==> config.mk <==
export PLATFORM = sky130hd
export DESIGN_NAME = utf8_to_utf16_decoder
export DESIGN_NICKNAME = d
export VERILOG_FILES = /design/src/rtl/core/u8u16_pkg.sv /design/src/rtl/core/utf8_to_utf16_decoder.sv /design/src/rtl/core/u8u16_front.sv /design/src/rtl/core/u8u16_fifo.sv /design/src/rtl/core/u8u16_back.sv
export SDC_FILE = /design/constraint.sdc
export NUM_CORES = 1
export LEC_CHECK = 0
export ABC_AREA = 1
export BUFFER_PORTS_ARGS = -buffer_cell sky130_fd_sc_hd__buf_2
export CAP_MARGIN = 20
export CORE_MARGIN = 4
export CORE_UTILIZATION = 49
export CTS_CLUSTER_DIAMETER = 100
export CTS_CLUSTER_SIZE = 20
export DETAILED_ROUTE_END_ITERATION = 16
export PLACE_DENSITY_LB_ADDON = 0.12
export SKIP_CTS_REPAIR_TIMING = 1
export SYNTH_ARGS = -nofsm -noshare
export SYNTH_HDL_FRONTEND = slang
export SYNTH_SLANG_ARGS = --single-unit
==> constraint.sdc <==
create_clock -name aclk -period 3.8 [get_ports aclk]
set_input_delay 0.57 -clock aclk [delete_from_list [all_inputs] [get_ports aclk]]
set_output_delay 0.57 -clock aclk [all_outputs]
set_load 0.03 [all_outputs]
==> src/rtl/core/u8u16_pkg.sv <==
package u8u16_pkg;

    typedef enum logic [1:0] {
        JOB_UNIT,
        JOB_PAIR,
        JOB_REPL
    } job_kind_t;

    // one queued transaction for the back end
    typedef struct packed {
        job_kind_t   kind;
        logic [20:0] cp;
        logic [1:0]  cnt_m1;
    } job_t;

    localparam logic [15:0] REPL_UNIT   = 16'hFFFD;
    localparam logic [15:0] HI_SURR     = 16'hD800;
    localparam logic [15:0] LO_SURR     = 16'hDC00;
    localparam logic [20:0] SUPP_BASE   = 21'h010000;
    localparam logic [20:0] CP_MAX      = 21'h10FFFF;
    localparam logic [20:0] SURR_FIRST  = 21'h00D800;
    localparam logic [20:0] SURR_LAST   = 21'h00DFFF;
    localparam logic [20:0] MIN_LEN1    = 21'h000080;
    localparam logic [20:0] MIN_LEN2    = 21'h000800;
    localparam logic [20:0] MIN_LEN3    = 21'h010000;
    localparam logic [7:0]  ASCII_LAST  = 8'h7F;
    localparam logic [7:0]  LEAD2_FIRST = 8'hC2;
    localparam logic [7:0]  LEAD2_LAST  = 8'hDF;
    localparam logic [7:0]  LEAD3_FIRST = 8'hE0;
    localparam logic [7:0]  LEAD3_LAST  = 8'hEF;
    localparam logic [7:0]  LEAD4_FIRST = 8'hF0;
    localparam logic [7:0]  LEAD4_LAST  = 8'hF4;

endpackage

==> src/rtl/core/utf8_to_utf16_decoder.sv <==
// UTF-8 to UTF-16 decoder with U+FFFD replacement.
// A byte's first result passes through the job queue and then the output register before it is presented.
// Throughput: one byte per cycle while the job queue has room; one code unit per cycle out while m_tready is high.
// A byte producing N units (up to 4) holds its queue slot until its last unit is loaded into the output stage.
// Reset: synchronous, active low; clears sequence state, the queue and the output stage.
module utf8_to_utf16_decoder
    import u8u16_pkg::*;
#(
    parameter int QUEUE_DEPTH = 4
) (
    input  logic        aclk,
    input  logic        aresetn,
    input  logic        s_tvalid,
    output logic        s_tready,
    input  logic [7:0]  s_tdata,   // [7:0] data_byte
    input  logic        s_tlast,
    output logic        m_tvalid,
    input  logic        m_tready,
    output logic [15:0] m_tdata,   // [15:0] code_unit
    output logic [0:0]  m_tuser,   // [0] is_replacement
    output logic        m_tlast
);

    logic byte_accept;
    logic job_valid;
    job_t job;
    logic full;
    logic head_valid;
    job_t head_data;
    logic pop;

    assign s_tready    = !full;
    assign byte_accept = s_tvalid && s_tready;

    u8u16_front u_front (
        .aclk        (aclk),
        .aresetn     (aresetn),
        .byte_accept (byte_accept),
        .data_byte   (s_tdata),
        .stream_end  (s_tlast),
        .job_valid   (job_valid),
        .job         (job)
    );

    u8u16_fifo #(
        .DEPTH (QUEUE_DEPTH)
    ) u_fifo (
        .aclk       (aclk),
        .aresetn    (aresetn),
        .push       (byte_accept && job_valid),
        .push_data  (job),
        .full       (full),
        .pop        (pop),
        .head_valid (head_valid),
        .head_data  (head_data)
    );

    u8u16_back u_back (
        .aclk       (aclk),
        .aresetn    (aresetn),
        .head_valid (head_valid),
        .head_data  (head_data),
        .pop        (pop),
        .m_tvalid   (m_tvalid),
        .m_tready   (m_tready),
        .m_tdata    (m_tdata),
        .m_tuser    (m_tuser),
        .m_tlast    (m_tlast)
    );

endmodule

==> src/rtl/core/u8u16_front.sv <==
module u8u16_front
    import u8u16_pkg::*;
(
    input  logic       aclk,
    input  logic       aresetn,
    input  logic       byte_accept,
    input  logic [7:0] data_byte,
    input  logic       stream_end,
    output logic       job_valid,
    output job_t       job
);

    logic [1:0]  pending_reg, pending_next;
    logic [1:0]  seq_len_reg, seq_len_next;
    logic [20:0] acc_reg, acc_next;
    logic        broken_reg, broken_next;

    always_ff @(posedge aclk) begin
        if (!aresetn) begin
            pending_reg <= '0;
            seq_len_reg <= '0;
            acc_reg     <= '0;
            broken_reg  <= 1'b0;
        end else if (byte_accept) begin
            pending_reg <= pending_next;
            seq_len_reg <= seq_len_next;
            acc_reg     <= acc_next;
            broken_reg  <= broken_next;
        end
    end

    always_comb begin
        logic [1:0]  lead_len;
        logic [20:0] lead_acc;
        logic [20:0] min_cp;
        lead_len     = '0;
        lead_acc     = '0;
        min_cp       = MIN_LEN3;
        pending_next = pending_reg;
        seq_len_next = seq_len_reg;
        acc_next     = acc_reg;
        broken_next  = broken_reg;
        job_valid    = 1'b0;
        job.kind     = JOB_UNIT;
        job.cp       = '0;
        job.cnt_m1   = '0;

        if (pending_reg == 2'd0) begin
            if (data_byte <= ASCII_LAST) begin
                job_valid = 1'b1;
                job.cp    = {13'b0, data_byte};
            end else if (data_byte >= LEAD2_FIRST && data_byte <= LEAD2_LAST) begin
                lead_len = 2'd1;
                lead_acc = {16'b0, data_byte[4:0]};
            end else if (data_byte >= LEAD3_FIRST && data_byte <= LEAD3_LAST) begin
                lead_len = 2'd2;
                lead_acc = {17'b0, data_byte[3:0]};
            end else if (data_byte >= LEAD4_FIRST && data_byte <= LEAD4_LAST) begin
                lead_len = 2'd3;
                lead_acc = {18'b0, data_byte[2:0]};
            end else begin
                job_valid = 1'b1;
                job.kind  = JOB_REPL;
            end
            if (lead_len != 2'd0) begin
                pending_next = lead_len;
                seq_len_next = lead_len;
                acc_next     = lead_acc;
                broken_next  = 1'b0;
                if (stream_end) begin
                    job_valid = 1'b1;
                    job.kind  = JOB_REPL;
                end
            end
        end else begin
            if (!broken_reg) begin
                if (data_byte[7:6] == 2'b10) begin
                    acc_next = {acc_reg[14:0], data_byte[5:0]};
                end else begin
                    broken_next = 1'b1;
                end
            end
            pending_next = pending_reg - 2'd1;
            if (pending_next == 2'd0) begin
                job_valid = 1'b1;
                if (seq_len_reg == 2'd1) begin
                    min_cp = MIN_LEN1;
                end else if (seq_len_reg == 2'd2) begin
                    min_cp = MIN_LEN2;
                end
                if (broken_next) begin
                    job.kind = JOB_REPL;
                end else if (acc_next < min_cp || acc_next > CP_MAX ||
                             (acc_next >= SURR_FIRST && acc_next <= SURR_LAST)) begin
                    job.kind   = JOB_REPL;
                    job.cnt_m1 = seq_len_reg;
                end else if (acc_next < SUPP_BASE) begin
                    job.cp = acc_next;
                end else begin
                    job.kind = JOB_PAIR;
                    job.cp   = acc_next;
                end
                seq_len_next = '0;
                acc_next     = '0;
                broken_next  = 1'b0;
            end else if (stream_end) begin
                job_valid = 1'b1;
                job.kind  = JOB_REPL;
            end
        end

        if (stream_end) begin
            pending_next = '0;
            seq_len_next = '0;
            acc_next     = '0;
            broken_next  = 1'b0;
        end
    end

    a_end_clears: assert property (@(posedge aclk) disable iff (!aresetn)
        byte_accept && stream_end |=> pending_reg == 2'd0 && !broken_reg && acc_reg == '0)
        else $error("state not cleared after end of stream");

    a_pend_len: assert property (@(posedge aclk) disable iff (!aresetn)
        pending_reg <= seq_len_reg)
        else $error("more bytes pending than claimed");

endmodule

==> src/rtl/core/u8u16_fifo.sv <==
module u8u16_fifo
    import u8u16_pkg::*;
#(
    parameter int DEPTH = 4
) (
    input  logic aclk,
    input  logic aresetn,
    input  logic push,
    input  job_t push_data,
    output logic full,
    input  logic pop,
    output logic head_valid,
    output job_t head_data
);

    localparam int PTR_W = (DEPTH > 1) ? $clog2(DEPTH) : 1;
    localparam int CNT_W = $clog2(DEPTH + 1);

    job_t             mem [DEPTH];
    logic [PTR_W-1:0] wr_ptr_reg, rd_ptr_reg;
    logic [CNT_W-1:0] count_reg;
    logic             do_pop;

    assign full       = (count_reg == CNT_W'(DEPTH));
    assign head_valid = (count_reg != '0);
    assign head_data  = mem[rd_ptr_reg];
    assign do_pop     = pop && head_valid;

    always_ff @(posedge aclk) begin
        if (push) begin
            mem[wr_ptr_reg] <= push_data;
        end
    end

    always_ff @(posedge aclk) begin
        if (!aresetn) begin
            wr_ptr_reg <= '0;
            rd_ptr_reg <= '0;
            count_reg  <= '0;
        end else begin
            if (push) begin
                wr_ptr_reg <= (wr_ptr_reg == PTR_W'(DEPTH - 1)) ? '0 : wr_ptr_reg + 1'b1;
            end
            if (do_pop) begin
                rd_ptr_reg <= (rd_ptr_reg == PTR_W'(DEPTH - 1)) ? '0 : rd_ptr_reg + 1'b1;
            end
            if (push && !do_pop) begin
                count_reg <= count_reg + 1'b1;
            end else if (!push && do_pop) begin
                count_reg <= count_reg - 1'b1;
            end
        end
    end

    a_no_overflow: assert property (@(posedge aclk) disable iff (!aresetn)
        push |-> !full || do_pop)
        else $error("queue overflow");

    a_count_bound: assert property (@(posedge aclk) disable iff (!aresetn)
        count_reg <= CNT_W'(DEPTH))
        else $error("queue count out of range");

endmodule

==> src/rtl/core/u8u16_back.sv <==
module u8u16_back
    import u8u16_pkg::*;
(
    input  logic        aclk,
    input  logic        aresetn,
    input  logic        head_valid,
    input  job_t        head_data,
    output logic        pop,
    output logic        m_tvalid,
    input  logic        m_tready,
    output logic [15:0] m_tdata,
    output logic [0:0]  m_tuser,
    output logic        m_tlast
);

    logic        out_valid_reg;
    logic [15:0] unit_reg, unit_next;
    logic        repl_reg, repl_next;
    logic        last_reg, last_next;
    logic [1:0]  idx_reg;
    logic [1:0]  total_m1;
    logic [20:0] supp;
    logic        load;

    assign load = head_valid && (!out_valid_reg || m_tready);
    assign supp = head_data.cp - SUPP_BASE;

    always_comb begin
        total_m1  = 2'd0;
        unit_next = REPL_UNIT;
        repl_next = 1'b1;
        unique case (head_data.kind)
            JOB_UNIT: begin
                unit_next = head_data.cp[15:0];
                repl_next = 1'b0;
            end
            JOB_PAIR: begin
                total_m1  = 2'd1;
                repl_next = 1'b0;
                unit_next = (idx_reg == 2'd0) ? (HI_SURR + {6'b0, supp[19:10]})
                                              : (LO_SURR + {6'b0, supp[9:0]});
            end
            JOB_REPL: begin
                total_m1 = head_data.cnt_m1;
            end
            default: begin
                total_m1 = 2'd0;
            end
        endcase
        last_next = (idx_reg == total_m1);
    end

    assign pop = load && last_next;

    always_ff @(posedge aclk) begin
        if (!aresetn) begin
            out_valid_reg <= 1'b0;
            idx_reg       <= '0;
        end else begin
            if (load) begin
                out_valid_reg <= 1'b1;
                idx_reg       <= last_next ? 2'd0 : idx_reg + 2'd1;
            end else if (m_tready) begin
                out_valid_reg <= 1'b0;
            end
        end
    end

    always_ff @(posedge aclk) begin
        if (load) begin
            unit_reg <= unit_next;
            repl_reg <= repl_next;
            last_reg <= last_next;
        end
    end

    assign m_tvalid   = out_valid_reg;
    assign m_tdata    = unit_reg;
    assign m_tuser[0] = repl_reg;
    assign m_tlast    = last_reg;

    a_mid_job_head: assert property (@(posedge aclk) disable iff (!aresetn)
        idx_reg != 2'd0 |-> head_valid)
        else $error("job head lost mid-expansion");

    a_pop_marks_last: assert property (@(posedge aclk) disable iff (!aresetn)
        pop |=> m_tvalid && m_tlast)
        else $error("final unit of a transaction not flagged");

endmodule
==> run summary <==
The clock arrives with 0.00869 ns of skew. The register with the most flip-flops in the layout has 96 of them. For met3 alone, demand over resource in global routing was 5.04%.

The number of standard cells after synthesis came out at 683. The tools report the sequential area share after synthesis as 60.9%. The number of buffers on the longest clock path is 2, and the core area is 13500 µm². The worst setup path is captured at a flip-flop.

In this run the number of H-tree levels came out at 4. The busiest metal layer after global routing is met2. The die is 126 µm tall.

Port buffering added 32 buffers. For the CTS buffer count, the log shows 17. Entering global routing, the biggest net connects 35 pins.

TritonCTS built the clock tree. STA puts the critical path data required time at 4.10 ns. Counting every sink on the clock net gives 152.

Summed over all cells, the static leakage comes to 3.02 nW. The growth of design area from synthesis to finish was 13.4%; the DRC violation total after the first TritonRoute iteration was 322. For this run, asynchronously set or reset flops after synthesis account for 0%. The final hold violation count was 0.

The first TritonRoute pass finished after 5 iterations. The number of failing setup endpoints in the final timing report is 0, and the number of antenna violations at the first check in global routing is 0. The final period demand of the worst path is 3.15 ns, and the number of max-cap violations is 0.

The worst setup path is of the reg -> reg kind. The maximum vdd drop is 0.328 mV, and the wire length of the first global-routing pass is 24300 µm. The library cells used most frequently in the layout, excluding fill and tap cells, are sky130_fd_sc_hd__nand2_1 (127), sky130_fd_sc_hd__edfxtp_1 (114), sky130_fd_sc_hd__inv_1 (67), sky130_fd_sc_hd__nor2_1 (60), sky130_fd_sc_hd__o21ai_0 (56).

Measured against its own limit, the worst slew margin works out to 49.2%. The last weighted congestion value of the routability-driven placer is 0.885, and the count of unresolved DRC violations after routing is 0. The largest individual stage delay along the critical path comes from the cell sky130_fd_sc_hd__fa_1.

The power per standard cell area is 722 nW/µm², and the total half-perimeter wirelength after legalization and detailed placement is 10100 µm. The maximum fanout along the worst path was 14; the count of flip-flops with a built-in enable after synthesis was 114. Sort of element at the start of the critical path: a flip-flop. The buffer type at the clock tree root is sky130_fd_sc_hd__clkbuf_16. The signal on the critical path passes through inv_1, nand2_1, a32oi_1, inv_1, ha_1, nand2_1, inv_1, nand2_1, nand2_1, xor2_1, nand3_1, ha_1, inv_1, fa_1, a21oi_1, o21ai_0, o21ai_0, a21oi_1. The placed instances occupy a cell area of 7200 µm². For the pin with the worst max-slew slack, the measured transition is 0.761 ns. In the global route stage, met1 resource usage came out at 25.2%. The row count is 42, and the starting density of the core is 50.8%. The post-synthesis register bit count is 152.

The post-route netlist has 13.0% of its cells at a drive strength greater than 1. The number of global-route vias before repair is 4732, and the antenna diode count is 0. The floorplan die area was 16000 µm²; the met2 routing resource usage after global routing was 31.7%.

Summed area of non-filler cells in the final layout: 7790 µm². The number of warnings issued by yosys is 0, and the number of vias after detailed routing is 4913. The highest cell delay on the worst timing path is 0.38 ns. Setup repair after global routing left no endpoint under its margin. The run finished with clean final reports. The count of buffer and inverter cells on the critical path is 4, and the mean number of vias per cell is 5.42. Dividing the final minimum period by the clock period gives 82.9%. The worst endpoint data arrival time came out at 3.45 ns. The net count of the finished layout is 747.

The run gives 0 as the number of nets still failing antenna checks after routing. The number of max-slew violations in the final report was 0; the count of unique library cells instantiated by Yosys was 41. Final-layout setup total negative slack: 0 ns. The run gives 15000 µm as the post-detailed-routing wire length. The total congestion overflow after global routing is 0, and the post-synth net total is 712. The path type of the worst min-delay path is reg -> reg.

For this run, the leading register cell type out of synthesis is sky130_fd_sc_hd__edfxtp_1. From left edge to right edge, the die measures 126 µm. Summing every instance area after synthesis gives 6870 µm². For the worst-skew pair, the clock arrives at the later sink with an insertion delay of 0.42 ns.

In this run the mean area of a mapped cell was 10.1 µm². The boundary pin count is 33, and the highest clock rate is 0.318 GHz. Across every metal layer, demand over resource in global routing totals 19.6%. Clock-pin slew was measured on the worst setup and hold paths at 0.06 ns. Dividing the detail-routed wire length by the instance count gives 16.5 µm. The library cell used most frequently in the layout, excluding fill and tap cells, is sky130_fd_sc_hd__nand2_1.

Grouping stages by cell kind, the critical path spends the most delay in adder cells.
## final timing paths
| check | start | end | slack [ns] | cells past startpoint |
|---|---|---|---|---|
| max | flip-flop | u_fifo.count_reg[2]$_SDFFE_PN0P_ | 0.65 | 18 |
| min | u_front.acc_reg[19]$_SDFFE_PN0P_ | u_front.acc_reg[19]$_SDFFE_PN0P_ | 0.47 | 2 |
| max reg2reg | flip-flop | u_fifo.count_reg[2]$_SDFFE_PN0P_ | 0.65 | 18 |
| min reg2reg | u_front.acc_reg[19]$_SDFFE_PN0P_ | u_front.acc_reg[19]$_SDFFE_PN0P_ | 0.47 | 2 |
## stage by stage
step	hold slack (ns)	power [mW]	setup slack, ns	instances	util, %
2_1_floorplan	0.440	3.51	0.476	683	-
3_3_place_gp	0.453	3.98	0.586	875	53.3
3_5_place_dp	0.455	4.00	0.445	875	53.3
4_1_cts	0.464	5.67	0.641	907	57.7
5_1_grt	0.492	5.96	0.201	907	57.7
6_report	0.465	5.62	0.651	907	57.7
## routing by layer
metal  routed length [µm]  share of wire (%)
met1                 6730                 45
met2                 7000                 47
met3                  897                6.0
met4                  344                2.3
met5                    0                  0
## final cells by class
class	instances	area (µm²)
timing repair buffer	44	250
clock inverter	10	128
clock buffer	22	464
inverter	71	267
tap	176	220
multi-input combinational	432	2270
fill	1156	5720
sequential	152	4180
## cells in the mapped netlist, types with 2 or more instances
cell type                  number  area share, %
sky130_fd_sc_hd__nand2_1      127            6.9
sky130_fd_sc_hd__edfxtp_1     114             50
sky130_fd_sc_hd__inv_1         67            3.7
sky130_fd_sc_hd__nor2_1        64            3.5
sky130_fd_sc_hd__o21ai_0       56            4.1
sky130_fd_sc_hd__a21oi_1       55            4.0
sky130_fd_sc_hd__dfxtp_1       38             11
sky130_fd_sc_hd__nand3_1       37            2.7
sky130_fd_sc_hd__ha_1          15            2.7
sky130_fd_sc_hd__a211oi_1      10            1.1
sky130_fd_sc_hd__buf_2          9           0.66
sky130_fd_sc_hd__o211ai_1       8           0.87
sky130_fd_sc_hd__o22ai_1        8           0.73
sky130_fd_sc_hd__buf_1          7           0.38
sky130_fd_sc_hd__o21ai_1        7           0.51
sky130_fd_sc_hd__a32o_1         6           0.87
sky130_fd_sc_hd__clkbuf_1       6           0.33
sky130_fd_sc_hd__buf_6          5           0.82
sky130_fd_sc_hd__o21ai_2        5           0.64
sky130_fd_sc_hd__xor2_1         5           0.64
sky130_fd_sc_hd__a32oi_1        3           0.38
sky130_fd_sc_hd__inv_2          3           0.16
sky130_fd_sc_hd__nand2_2        3           0.27
sky130_fd_sc_hd__nand4_1        3           0.27
sky130_fd_sc_hd__nor2_2         3           0.27
sky130_fd_sc_hd__nand3_2        2           0.29
sky130_fd_sc_hd__nand3b_1       2           0.22
sky130_fd_sc_hd__o22a_1         2           0.26
## logic make-up after synthesis
group | Yosys count | share of synthesized area, %
compound gates | 166 | 14.2
xor+xnor | 5 | 0.638
fa+ha+maj | 16 | 3.02
buf+inv | 99 | 6.18
flops | 152 | 60.9
simple gates | 245 | 15.0
## worst min-delay path: stages (launching register included)
cell                      delay [ns]
sky130_fd_sc_hd__dfxtp_1        0.31
sky130_fd_sc_hd__nand2_1        0.06
sky130_fd_sc_hd__a21oi_1        0.05
## power breakdown
group	internal (mW)	switching, mW	total [mW]
Clock	1.06	0.609	1.67
Combinational	0.519	1.22	1.74
Sequential	2.13	0.0788	2.21
(Power assumes the default switching activity.)
